--- src/ssc_pkg.sv ---
`default_nettype none
// ----------------------------------------------------------------------------
// ssc_pkg
// Shared types, constants and the Q1.14 trig table of the sector scan converter.
// ----------------------------------------------------------------------------
package ssc_pkg;

  localparam int ANGLE_TOP   = 180;
  localparam int MAX_FILL    = 63;
  localparam int QUEUE_DEPTH = 4;
  localparam int QPTR_W      = 2;
  localparam int DIV_STEPS   = 14;

  localparam logic [9:0] CENTER_X_RST = 10'd240;
  localparam logic [9:0] CENTER_Y_RST = 10'd28;

  // configuration register indexes
  localparam logic REG_CENTER_X = 1'b0;
  localparam logic REG_CENTER_Y = 1'b1;

  localparam longint unsigned PI_Q30 = 64'd3373259426;

  typedef logic [14:0] trig_tab_t [0:90];

  // command word from front to back
  typedef struct packed {
    logic [7:0] ang;
    logic [7:0] prev_ang;
    logic [7:0] depth;
    logic [7:0] cur;
    logic [7:0] prev;
    logic [6:0] gap;
    logic       fill;
    logic       wide;
  } cmd_t;

  // nearest Q1.14 sine of deg in 0..90, Q30 Taylor series
  // term n is divided by (2n)(2n+1), signs alternate
  function automatic logic [14:0] sin_q14(input int unsigned deg);
    longint unsigned x;
    longint unsigned x2;
    longint unsigned term;
    longint unsigned u;
    longint          sum;
    x    = (longint'(deg) * PI_Q30 + 64'd90) / 64'd180;
    x2   = (x * x) >> 30;
    term = x;
    sum  = longint'(x);
    term = ((term * x2) >> 30) / 64'd6;
    sum  = sum - longint'(term);
    term = ((term * x2) >> 30) / 64'd20;
    sum  = sum + longint'(term);
    term = ((term * x2) >> 30) / 64'd42;
    sum  = sum - longint'(term);
    term = ((term * x2) >> 30) / 64'd72;
    sum  = sum + longint'(term);
    term = ((term * x2) >> 30) / 64'd110;
    sum  = sum - longint'(term);
    term = ((term * x2) >> 30) / 64'd156;
    sum  = sum + longint'(term);
    term = ((term * x2) >> 30) / 64'd210;
    sum  = sum - longint'(term);
    term = ((term * x2) >> 30) / 64'd272;
    sum  = sum + longint'(term);
    term = ((term * x2) >> 30) / 64'd342;
    sum  = sum - longint'(term);
    if (sum < 0) sum = 0;
    u = (longint'(sum) + 64'd32768) >> 16;
    return u[14:0];
  endfunction

  function automatic trig_tab_t build_trig();
    trig_tab_t t;
    for (int k = 0; k <= 90; k++) t[k] = sin_q14(k);
    return t;
  endfunction

  localparam trig_tab_t TRIG_ROM = build_trig();

endpackage
`default_nettype wire

--- src/sector_scan_converter.sv ---
`default_nettype none
// ----------------------------------------------------------------------------
// sector_scan_converter
// Ultrasound sector scan conversion of echo samples into RGB565 gray pixels.
// ----------------------------------------------------------------------------
// Path: an accepted sample waits in the front stage until queued; the back
//   end takes each command in turn through ST_GEO and ST_EMIT to the output
//   register, fill pixels first running the radix-2 divider (14 steps).
// Reset: control state cleared, center_x = 240, center_y = 28, no ray seen;
//   the previous-ray store is undefined until written.
module sector_scan_converter (
  input  wire logic              clk,
  input  wire logic              rst_n,
  input  wire logic              in_push,
  output logic                   in_full,
  input  wire logic [7:0]        in_ray_angle,
  input  wire logic [7:0]        in_depth_index,
  input  wire logic [7:0]        in_echo_value,
  input  wire logic              in_ray_end,
  output logic                   out_empty,
  input  wire logic              out_pop,
  output logic signed [11:0]     out_pixel_x,
  output logic signed [11:0]     out_pixel_y,
  output logic [15:0]            out_pixel_color,
  output logic                   out_is_filled,
  output logic                   out_gap_too_wide,
  output logic                   out_last_pixel,
  input  wire logic              cfg_we,
  input  wire logic              cfg_index,
  input  wire logic [9:0]        cfg_data
);

  logic [9:0]    center_x_r;
  logic [9:0]    center_y_r;
  logic          q_push;
  logic          q_full;
  logic          q_pop;
  logic          q_empty;
  ssc_pkg::cmd_t wr_cmd;
  ssc_pkg::cmd_t rd_cmd;

  always_ff @(posedge clk) begin
    if (!rst_n) begin
      center_x_r <= ssc_pkg::CENTER_X_RST;
      center_y_r <= ssc_pkg::CENTER_Y_RST;
    end else if (cfg_we) begin
      unique case (cfg_index)
        ssc_pkg::REG_CENTER_X: center_x_r <= cfg_data;
        ssc_pkg::REG_CENTER_Y: center_y_r <= cfg_data;
        default: ;
      endcase
    end
  end

  ssc_front u_front (
    .clk            (clk),
    .rst_n          (rst_n),
    .in_push        (in_push),
    .in_full        (in_full),
    .in_ray_angle   (in_ray_angle),
    .in_depth_index (in_depth_index),
    .in_echo_value  (in_echo_value),
    .in_ray_end     (in_ray_end),
    .q_push         (q_push),
    .q_cmd          (wr_cmd),
    .q_full         (q_full)
  );

  ssc_queue u_queue (
    .clk    (clk),
    .rst_n  (rst_n),
    .push   (q_push),
    .wr_cmd (wr_cmd),
    .full   (q_full),
    .pop    (q_pop),
    .rd_cmd (rd_cmd),
    .empty  (q_empty)
  );

  ssc_back u_back (
    .clk              (clk),
    .rst_n            (rst_n),
    .q_empty          (q_empty),
    .q_cmd            (rd_cmd),
    .q_pop            (q_pop),
    .center_x         (center_x_r),
    .center_y         (center_y_r),
    .out_empty        (out_empty),
    .out_pop          (out_pop),
    .out_pixel_x      (out_pixel_x),
    .out_pixel_y      (out_pixel_y),
    .out_pixel_color  (out_pixel_color),
    .out_is_filled    (out_is_filled),
    .out_gap_too_wide (out_gap_too_wide),
    .out_last_pixel   (out_last_pixel)
  );

endmodule
`default_nettype wire

--- src/ssc_queue.sv ---
`default_nettype none
// ----------------------------------------------------------------------------
// ssc_queue
// Short command queue between the front and the back.
// ----------------------------------------------------------------------------
module ssc_queue (
  input  wire logic          clk,
  input  wire logic          rst_n,
  input  wire logic          push,
  input  wire ssc_pkg::cmd_t wr_cmd,
  output logic               full,
  input  wire logic          pop,
  output ssc_pkg::cmd_t      rd_cmd,
  output logic               empty
);

  ssc_pkg::cmd_t                  slot_r [0:ssc_pkg::QUEUE_DEPTH-1];
  logic [ssc_pkg::QPTR_W-1:0]     wr_ptr_r;
  logic [ssc_pkg::QPTR_W-1:0]     rd_ptr_r;
  logic [ssc_pkg::QPTR_W:0]       cnt_r;
  logic                           do_push;
  logic                           do_pop;

  assign full    = (cnt_r == (ssc_pkg::QPTR_W+1)'(ssc_pkg::QUEUE_DEPTH));
  assign empty   = (cnt_r == '0);
  assign do_push = push && !full;
  assign do_pop  = pop && !empty;
  assign rd_cmd  = slot_r[rd_ptr_r];

  always_ff @(posedge clk) begin
    if (do_push) slot_r[wr_ptr_r] <= wr_cmd;
  end

  always_ff @(posedge clk) begin
    if (!rst_n) begin
      wr_ptr_r <= '0;
      rd_ptr_r <= '0;
      cnt_r    <= '0;
    end else begin
      if (do_push) wr_ptr_r <= wr_ptr_r + 1'b1;
      if (do_pop) rd_ptr_r <= rd_ptr_r + 1'b1;
      if (do_push && !do_pop) cnt_r <= cnt_r + 1'b1;
      else if (do_pop && !do_push) cnt_r <= cnt_r - 1'b1;
    end
  end

endmodule
`default_nettype wire

--- src/ssc_front.sv ---
`default_nettype none
// ----------------------------------------------------------------------------
// ssc_front
// Accepts echo samples, keeps the previous ray and angle, classifies the gap.
// ----------------------------------------------------------------------------
module ssc_front (
  input  wire logic       clk,
  input  wire logic       rst_n,
  input  wire logic       in_push,
  output logic            in_full,
  input  wire logic [7:0] in_ray_angle,
  input  wire logic [7:0] in_depth_index,
  input  wire logic [7:0] in_echo_value,
  input  wire logic       in_ray_end,
  output logic            q_push,
  output ssc_pkg::cmd_t   q_cmd,
  input  wire logic       q_full
);

  logic [7:0]    ray_mem [0:255];
  logic [7:0]    prev_rd_r;
  ssc_pkg::cmd_t stage_r;
  logic          stage_vld_r;
  logic [7:0]    prev_ang_r;
  logic          prev_vld_r;
  logic          accept;
  logic [7:0]    ang_sat;
  logic [7:0]    gap;
  logic          jump;
  logic          wide;

  assign in_full = stage_vld_r;
  assign accept  = in_push && !stage_vld_r;
  assign ang_sat = (in_ray_angle > 8'(ssc_pkg::ANGLE_TOP)) ? 8'(ssc_pkg::ANGLE_TOP)
                                                           : in_ray_angle;
  assign jump    = prev_vld_r && ({1'b0, ang_sat} > {1'b0, prev_ang_r} + 9'd1);
  assign gap     = ang_sat - prev_ang_r;
  assign wide    = jump && ((gap - 8'd1) > 8'(ssc_pkg::MAX_FILL));

  // read-first: a fill sees the entry from before this sample
  always_ff @(posedge clk) begin
    if (accept) begin
      prev_rd_r                <= ray_mem[in_depth_index];
      ray_mem[in_depth_index]  <= in_echo_value;
    end
  end

  always_ff @(posedge clk) begin
    if (accept) begin
      stage_r.ang      <= ang_sat;
      stage_r.prev_ang <= prev_ang_r;
      stage_r.depth    <= in_depth_index;
      stage_r.cur      <= in_echo_value;
      stage_r.prev     <= '0;
      stage_r.gap      <= gap[6:0];
      stage_r.fill     <= jump && !wide;
      stage_r.wide     <= wide;
    end
  end

  always_ff @(posedge clk) begin
    if (!rst_n) begin
      stage_vld_r <= 1'b0;
      prev_ang_r  <= '0;
      prev_vld_r  <= 1'b0;
    end else begin
      if (accept) stage_vld_r <= 1'b1;
      else if (q_push) stage_vld_r <= 1'b0;
      if (accept && in_ray_end) begin
        prev_ang_r <= ang_sat;
        prev_vld_r <= 1'b1;
      end
    end
  end

  assign q_push = stage_vld_r && !q_full;

  always_comb begin
    q_cmd      = stage_r;
    q_cmd.prev = prev_rd_r;
  end

endmodule
`default_nettype wire

--- src/ssc_back.sv ---
`default_nettype none
// ----------------------------------------------------------------------------
// ssc_back
// Runs commands: fill interpolation, polar to screen mapping, output word.
// ----------------------------------------------------------------------------
module ssc_back (
  input  wire logic              clk,
  input  wire logic              rst_n,
  input  wire logic              q_empty,
  input  wire ssc_pkg::cmd_t     q_cmd,
  output logic                   q_pop,
  input  wire logic [9:0]        center_x,
  input  wire logic [9:0]        center_y,
  output logic                   out_empty,
  input  wire logic              out_pop,
  output logic signed [11:0]     out_pixel_x,
  output logic signed [11:0]     out_pixel_y,
  output logic [15:0]            out_pixel_color,
  output logic                   out_is_filled,
  output logic                   out_gap_too_wide,
  output logic                   out_last_pixel
);

  typedef enum logic [2:0] {ST_IDLE, ST_MUL, ST_DIV, ST_GEO, ST_EMIT} state_t;

  state_t        st_r;
  ssc_pkg::cmd_t cmd_r;
  logic [5:0]    k_r;
  logic [13:0]   num_r;
  logic [6:0]    rem_r;
  logic [3:0]    cnt_r;
  logic [7:0]    val_r;
  logic [7:0]    ang_r;
  logic          filled_r;
  logic [22:0]   sprod_r;
  logic [22:0]   cprod_r;
  logic          cneg_r;
  logic          out_vld_r;

  logic [14:0]   mul_a;
  logic [14:0]   mul_b;
  logic [7:0]    rem_sh;
  logic          q_bit;
  logic [13:0]   num_nx;
  logic [7:0]    s_idx;
  logic [7:0]    c_idx;
  logic          ang_hi;
  logic [14:0]   s_mag;
  logic [14:0]   c_mag;
  logic [11:0]   x_pix;
  logic [11:0]   y_pix;
  logic          out_ready;

  assign q_pop     = (st_r == ST_IDLE) && !q_empty;
  assign out_empty = !out_vld_r;
  assign out_ready = !out_vld_r || out_pop;

  assign mul_a  = 15'(cmd_r.prev) * 15'(7'(cmd_r.gap - 7'(k_r)));
  assign mul_b  = 15'(cmd_r.cur) * 15'(k_r);

  // restoring divide by gap, one quotient bit a cycle
  assign rem_sh = {rem_r, num_r[13]};
  assign q_bit  = (rem_sh >= {1'b0, cmd_r.gap});
  assign num_nx = {num_r[12:0], q_bit};

  assign ang_hi = (ang_r > 8'd90);
  assign s_idx  = ang_hi ? 8'(8'(ssc_pkg::ANGLE_TOP) - ang_r) : ang_r;
  assign c_idx  = ang_hi ? 8'(ang_r - 8'd90) : 8'(8'd90 - ang_r);
  assign s_mag  = ssc_pkg::TRIG_ROM[s_idx[6:0]];
  assign c_mag  = ssc_pkg::TRIG_ROM[c_idx[6:0]];

  assign x_pix = 12'(center_x) + 12'(sprod_r[22:14]);
  assign y_pix = cneg_r ? 12'(12'(center_y) + 12'(cprod_r[22:14]))
                        : 12'(12'(center_y) - 12'(cprod_r[22:14]));

  always_ff @(posedge clk) begin
    if (!rst_n) begin
      st_r      <= ST_IDLE;
      out_vld_r <= 1'b0;
    end else begin
      if (st_r == ST_EMIT && out_ready) out_vld_r <= 1'b1;
      else if (out_pop && out_vld_r) out_vld_r <= 1'b0;
      unique case (st_r)
        ST_IDLE: begin
          if (!q_empty) begin
            cmd_r    <= q_cmd;
            k_r      <= 6'd1;
            if (q_cmd.fill) begin
              st_r <= ST_MUL;
            end else begin
              ang_r    <= q_cmd.ang;
              val_r    <= q_cmd.cur;
              filled_r <= 1'b0;
              st_r     <= ST_GEO;
            end
          end
        end
        ST_MUL: begin
          num_r <= 14'(mul_a + mul_b);
          rem_r <= '0;
          cnt_r <= '0;
          st_r  <= ST_DIV;
        end
        ST_DIV: begin
          num_r <= num_nx;
          rem_r <= q_bit ? 7'(rem_sh - {1'b0, cmd_r.gap}) : rem_sh[6:0];
          cnt_r <= cnt_r + 4'd1;
          if (cnt_r == 4'(ssc_pkg::DIV_STEPS - 1)) begin
            val_r    <= num_nx[7:0];
            ang_r    <= 8'(cmd_r.prev_ang + 8'(k_r));
            filled_r <= 1'b1;
            st_r     <= ST_GEO;
          end
        end
        ST_GEO: begin
          sprod_r <= 23'(cmd_r.depth) * 23'(s_mag);
          cprod_r <= 23'(cmd_r.depth) * 23'(c_mag);
          cneg_r  <= ang_hi;
          st_r    <= ST_EMIT;
        end
        ST_EMIT: begin
          if (out_ready) begin
            out_pixel_x      <= x_pix;
            out_pixel_y      <= y_pix;
            out_pixel_color  <= {val_r[7:3], val_r[7:2], val_r[7:3]};
            out_is_filled    <= filled_r;
            out_gap_too_wide <= !filled_r && cmd_r.wide;
            out_last_pixel   <= !filled_r;
            if (filled_r) begin
              if ({1'b0, k_r} == 7'(cmd_r.gap - 7'd1)) begin
                ang_r    <= cmd_r.ang;
                val_r    <= cmd_r.cur;
                filled_r <= 1'b0;
                st_r     <= ST_GEO;
              end else begin
                k_r  <= k_r + 6'd1;
                st_r <= ST_MUL;
              end
            end else begin
              st_r <= ST_IDLE;
            end
          end
        end
        default: st_r <= ST_IDLE;
      endcase
    end
  end

`ifndef SYNTHESIS
  a_fill_not_wide: assert property (@(posedge clk) disable iff (!rst_n)
    (out_vld_r && out_is_filled) |-> !out_gap_too_wide)
    else $error("fill word flagged as wide gap");

  a_fill_not_last: assert property (@(posedge clk) disable iff (!rst_n)
    (out_vld_r && out_is_filled) |-> !out_last_pixel)
    else $error("fill word marked last");

  a_emit_loads: assert property (@(posedge clk) disable iff (!rst_n)
    (st_r == ST_EMIT && !out_vld_r) |=> out_vld_r)
    else $error("emit did not load output register");

  a_pop_idle: assert property (@(posedge clk) disable iff (!rst_n)
    q_pop |=> (st_r == ST_MUL || st_r == ST_GEO))
    else $error("command taken without starting work");
`endif

endmodule
`default_nettype wire

--- config.mk ---
export PLATFORM = sky130hd
export DESIGN_NAME = sector_scan_converter
export DESIGN_NICKNAME = d
export VERILOG_FILES = /design/src/ssc_pkg.sv /design/src/sector_scan_converter.sv /design/src/ssc_queue.sv /design/src/ssc_front.sv /design/src/ssc_back.sv
export SDC_FILE = /design/constraint.sdc
export NUM_CORES = 2
export LEC_CHECK = 0
export BUFFER_PORTS_ARGS = -buffer_cell sky130_fd_sc_hd__clkbuf_2
export CORE_MARGIN = 3
export CORE_UTILIZATION = 60
export CTS_CLUSTER_DIAMETER = 150
export DETAILED_ROUTE_END_ITERATION = 10
export PLACE_DENSITY_LB_ADDON = 0.2
export SYNTH_ARGS = -nofsm -noshare
export SYNTH_HDL_FRONTEND = slang
export SYNTH_HIERARCHICAL = 1
export SYNTH_SLANG_ARGS = --single-unit
export TNS_END_PERCENT = 5
--- constraint.sdc ---
create_clock -name clk -period 11.3 [get_ports clk]
set_input_delay 1.13 -clock clk [delete_from_list [all_inputs] [get_ports clk]]
set_output_delay 1.13 -clock clk [all_outputs]
set_load 0.05 [all_outputs]
==> results.txt <==
post-DP HPWL = 163300 µm
Post-Syn Nets = 7021
Tcrit/Tclk final = 85.84%
Num CTS Buffers = 236
GR Util All Layers = 28.31%
Worst Path Required = 11860 ps
RSZ-0062 raised after global routing = false
global route total overflow = 0
relative slew slack = 21.40%
Critical Path End = u_back/cprod_r[19]
sequential fraction of the synthesis area = 65.95%
Iter 0 DRT Violations = 6937
CTS resizes = 0
H-tree lvl count = 4
Post CTS Setup Buffer Count = 0
Worst Tran Pin Value = 1175 ps
Worst R2R Start = u_back/ang_r[0]
min Tclk post-route = 9699 ps
Hold Path Class = reg -> reg
root buf cell = clkbuf_16
WL/cell = 28.80 µm
IO Count = 86
R2R cell count = 32
critical path endpoint category = register
Arrival @ worst endpoint = 10260 ps
commonest non-fill, non-tap cell in the layout = edfxtp_1
f_max = 103.1 MHz
yosys warns = 6
Post-DP Area = 0.1154 mm²
CTS tree = done
area grow syn2layout = 9.826%
first-pass GRT wire length = 403200 µm
initial core utilization = 60.44%
Mapped Cells = 6529
Max Root-Sink Buffers = 3
highest-count cells in the layout ignoring fill and taps = edfxtp_1 (2438), mux4_2 (690), nor2_1 (432)
total number of vias = 60660
Synth cell types = 98
Post-Route Setup TNS = 0 ps
die width = 438.6 µm
Hold Fails Final Rpt = 0
fraction of layout cells with a size suffix above 1 = 19.39%
vias per inst = 6.515
clock skew = 52.06 ps
area of the mapped netlist = 0.1123 mm²
CP Launch Point = u_back/ang_r[0]
status = completed
startpoint type of the worst setup path = register
Final nets = 7111
Clock Pin Slew Worst Setup and Hold Paths = 60 ps
final setup vio count = 0
vias in the first global route = 61250
# hold bufs at CTS = 0
clk sink count = 2481
core region area = 0.1858 mm²
largest net degree at the start of global routing = 150
MaxCap Viol Count = 0
fin. max-slew vios = 0
I/O Buffers = 84
FFs w/ async S/R, synth = 0%
Post-synth EDFFs = 2438
#FFs+latches synth = 2481
Worst path max stage delay = 740 ps
row count = 158
CP Class = reg -> reg
Detail Route Antenna Nets = 0
GPL Wtd Cong = 0.8981
Post-Syn Area per Cell = 17.20 µm²
Die Area = 0.1924 mm²
First-pass DRT Iterations = 6
crit path max fanout = 19
Die Y = 438.6 µm
clk_lat worst skew = 870 ps
setup slack, reg-to-reg = 1600 ps
RR Endpoint = u_back/cprod_r[19]
# DRC = 0
antenna violations before repair = 5
Routed Wire Length = 268100 µm
Max stage delay cell, worst path = a21oi_1
dominant synthesized flop cell = edfxtp_1
Finished Cell Area = 0.1233 mm²
worst max-delay path: cells and delay by family (launching register included):
kind | cells | cell delay, ps
and+or+nand+nor | 8 | 1670
DFF | 1 | 380
adders and majority gates | 7 | 3610
AOI/OAI and AO/OA | 11 | 2630
buffers and inverters | 6 | 1110
per-layer routing:
metal  vias up  global-route usage, %  wire [µm]
li1      25620                      -          -
met1     31380                  39.71     103300
met2      3137                  45.41     131700
met3       512                  5.337      23590
met4         4                  9.675       9511
met5         -                      0         23
synthesized netlist by cell type, types with 28 or more instances:
library cell / number / area [µm²]
mux2i_1: 41 / 410.4
a211oi_1: 31 / 232.7
buf_1: 45 / 168.9
dfxtp_1: 43 / 860.8
inv_1: 368 / 1381
o21ai_0: 132 / 660.6
edfxtp_1: 2438 / 73210
a21oi_1: 162 / 810.8
nor2b_1: 52 / 325.3
mux4_2: 690 / 15540
a21o_1: 42 / 315.3
nor3_1: 107 / 535.5
buf_2: 79 / 395.4
clkbuf_1: 198 / 743.2
a31oi_1: 32 / 200.2
ha_1: 216 / 2703
fa_1: 235 / 4705
buf_4: 36 / 270.3
xor2_1: 28 / 245.2
o211ai_1: 36 / 270.3
xnor2_1: 72 / 630.6
nand2_1: 364 / 1366
nand2b_1: 41 / 256.5
nor2_1: 435 / 1633
and2_1: 132 / 825.8
nand3_1: 92 / 460.4
cells by family (layout without fill, tap and decap cells):
family,count (synthesis),in the layout,synth area share (%)
DFF,2481,2481,65.95
xor gates and xnor gates,102,102,0.8088
muxes,738,738,14.31
buffers and inverters,749,1050,2.841
adders and majority gates,453,453,6.613
and+or+nand+nor,1342,1342,5.566
other,1,2,0.003339
AOI/OAI and AO/OA,663,663,3.906
sequential cells by signal, indices dropped and copies added (netlist names), 4 cells and up, named ones only:
name                    cells
center_x_r                 10
center_y_r                 10
u_back/ang_r                8
u_back/cmd_r               48
u_back/cnt_r                4
u_back/cprod_r              9
u_back/k_r                  6
u_back/num_r               14
u_back/out_pixel_color      6
u_back/out_pixel_x         11
u_back/out_pixel_y         12
u_back/rem_r                7
u_back/sprod_r              9
u_back/val_r                6
u_front/prev_ang_r          8
u_front/prev_rd_r           8
u_front/q_cmd              41
u_front/ray_mem          2048
u_queue/slot_r            196
how the worst min path moves through the flow:
| stage | to | from | slack, ps | cells past startpoint |
|---|---|---|---|---|
| 2_1_floorplan | u_back/out_pixel_color[10] | u_back/val_r[7] | 400 | 0 |
| 3_3_place_gp | u_back/out_pixel_color[5] | u_back/val_r[2] | 410 | 0 |
| 3_5_place_dp | u_back/out_pixel_color[5] | u_back/val_r[2] | 410 | 0 |
| 4_1_cts | u_back/out_pixel_color[12] | u_back/val_r[4] | 420 | 0 |
| 5_1_grt | u_back/out_pixel_color[12] | u_back/val_r[4] | 420 | 0 |
| 6_report | u_back/out_pixel_color[12] | u_back/val_r[4] | 420 | 0 |
stage by stage:
step,utilization [%],setup slack (ps),hold slack (ps),cells
floorplan,-,2535,400.3,6529
global placement,62.11,1836,407.9,8861
detailed placement,62.11,1787,408.0,8861
CTS,66.37,1766,419.5,9310
global route,66.37,992.2,423.4,9310
finish,66.38,1601,418.9,9311
area by class of cell:
type | count | area [µm²]
Tap cell | 2480 | 3103
Antenna cell | 1 | 2.502
Fill cell | 12230 | 62480
Timing Repair Buffer | 227 | 1688
Clock buffer | 284 | 6148
Sequential cell | 2481 | 74080
Multi-Input combinational cell | 3299 | 35150
Clock inverter | 165 | 1775
Inverter | 374 | 1404
Power is not shown: default switching activity piles up to over one toggle a cycle in this logic, so the estimate is an artifact.
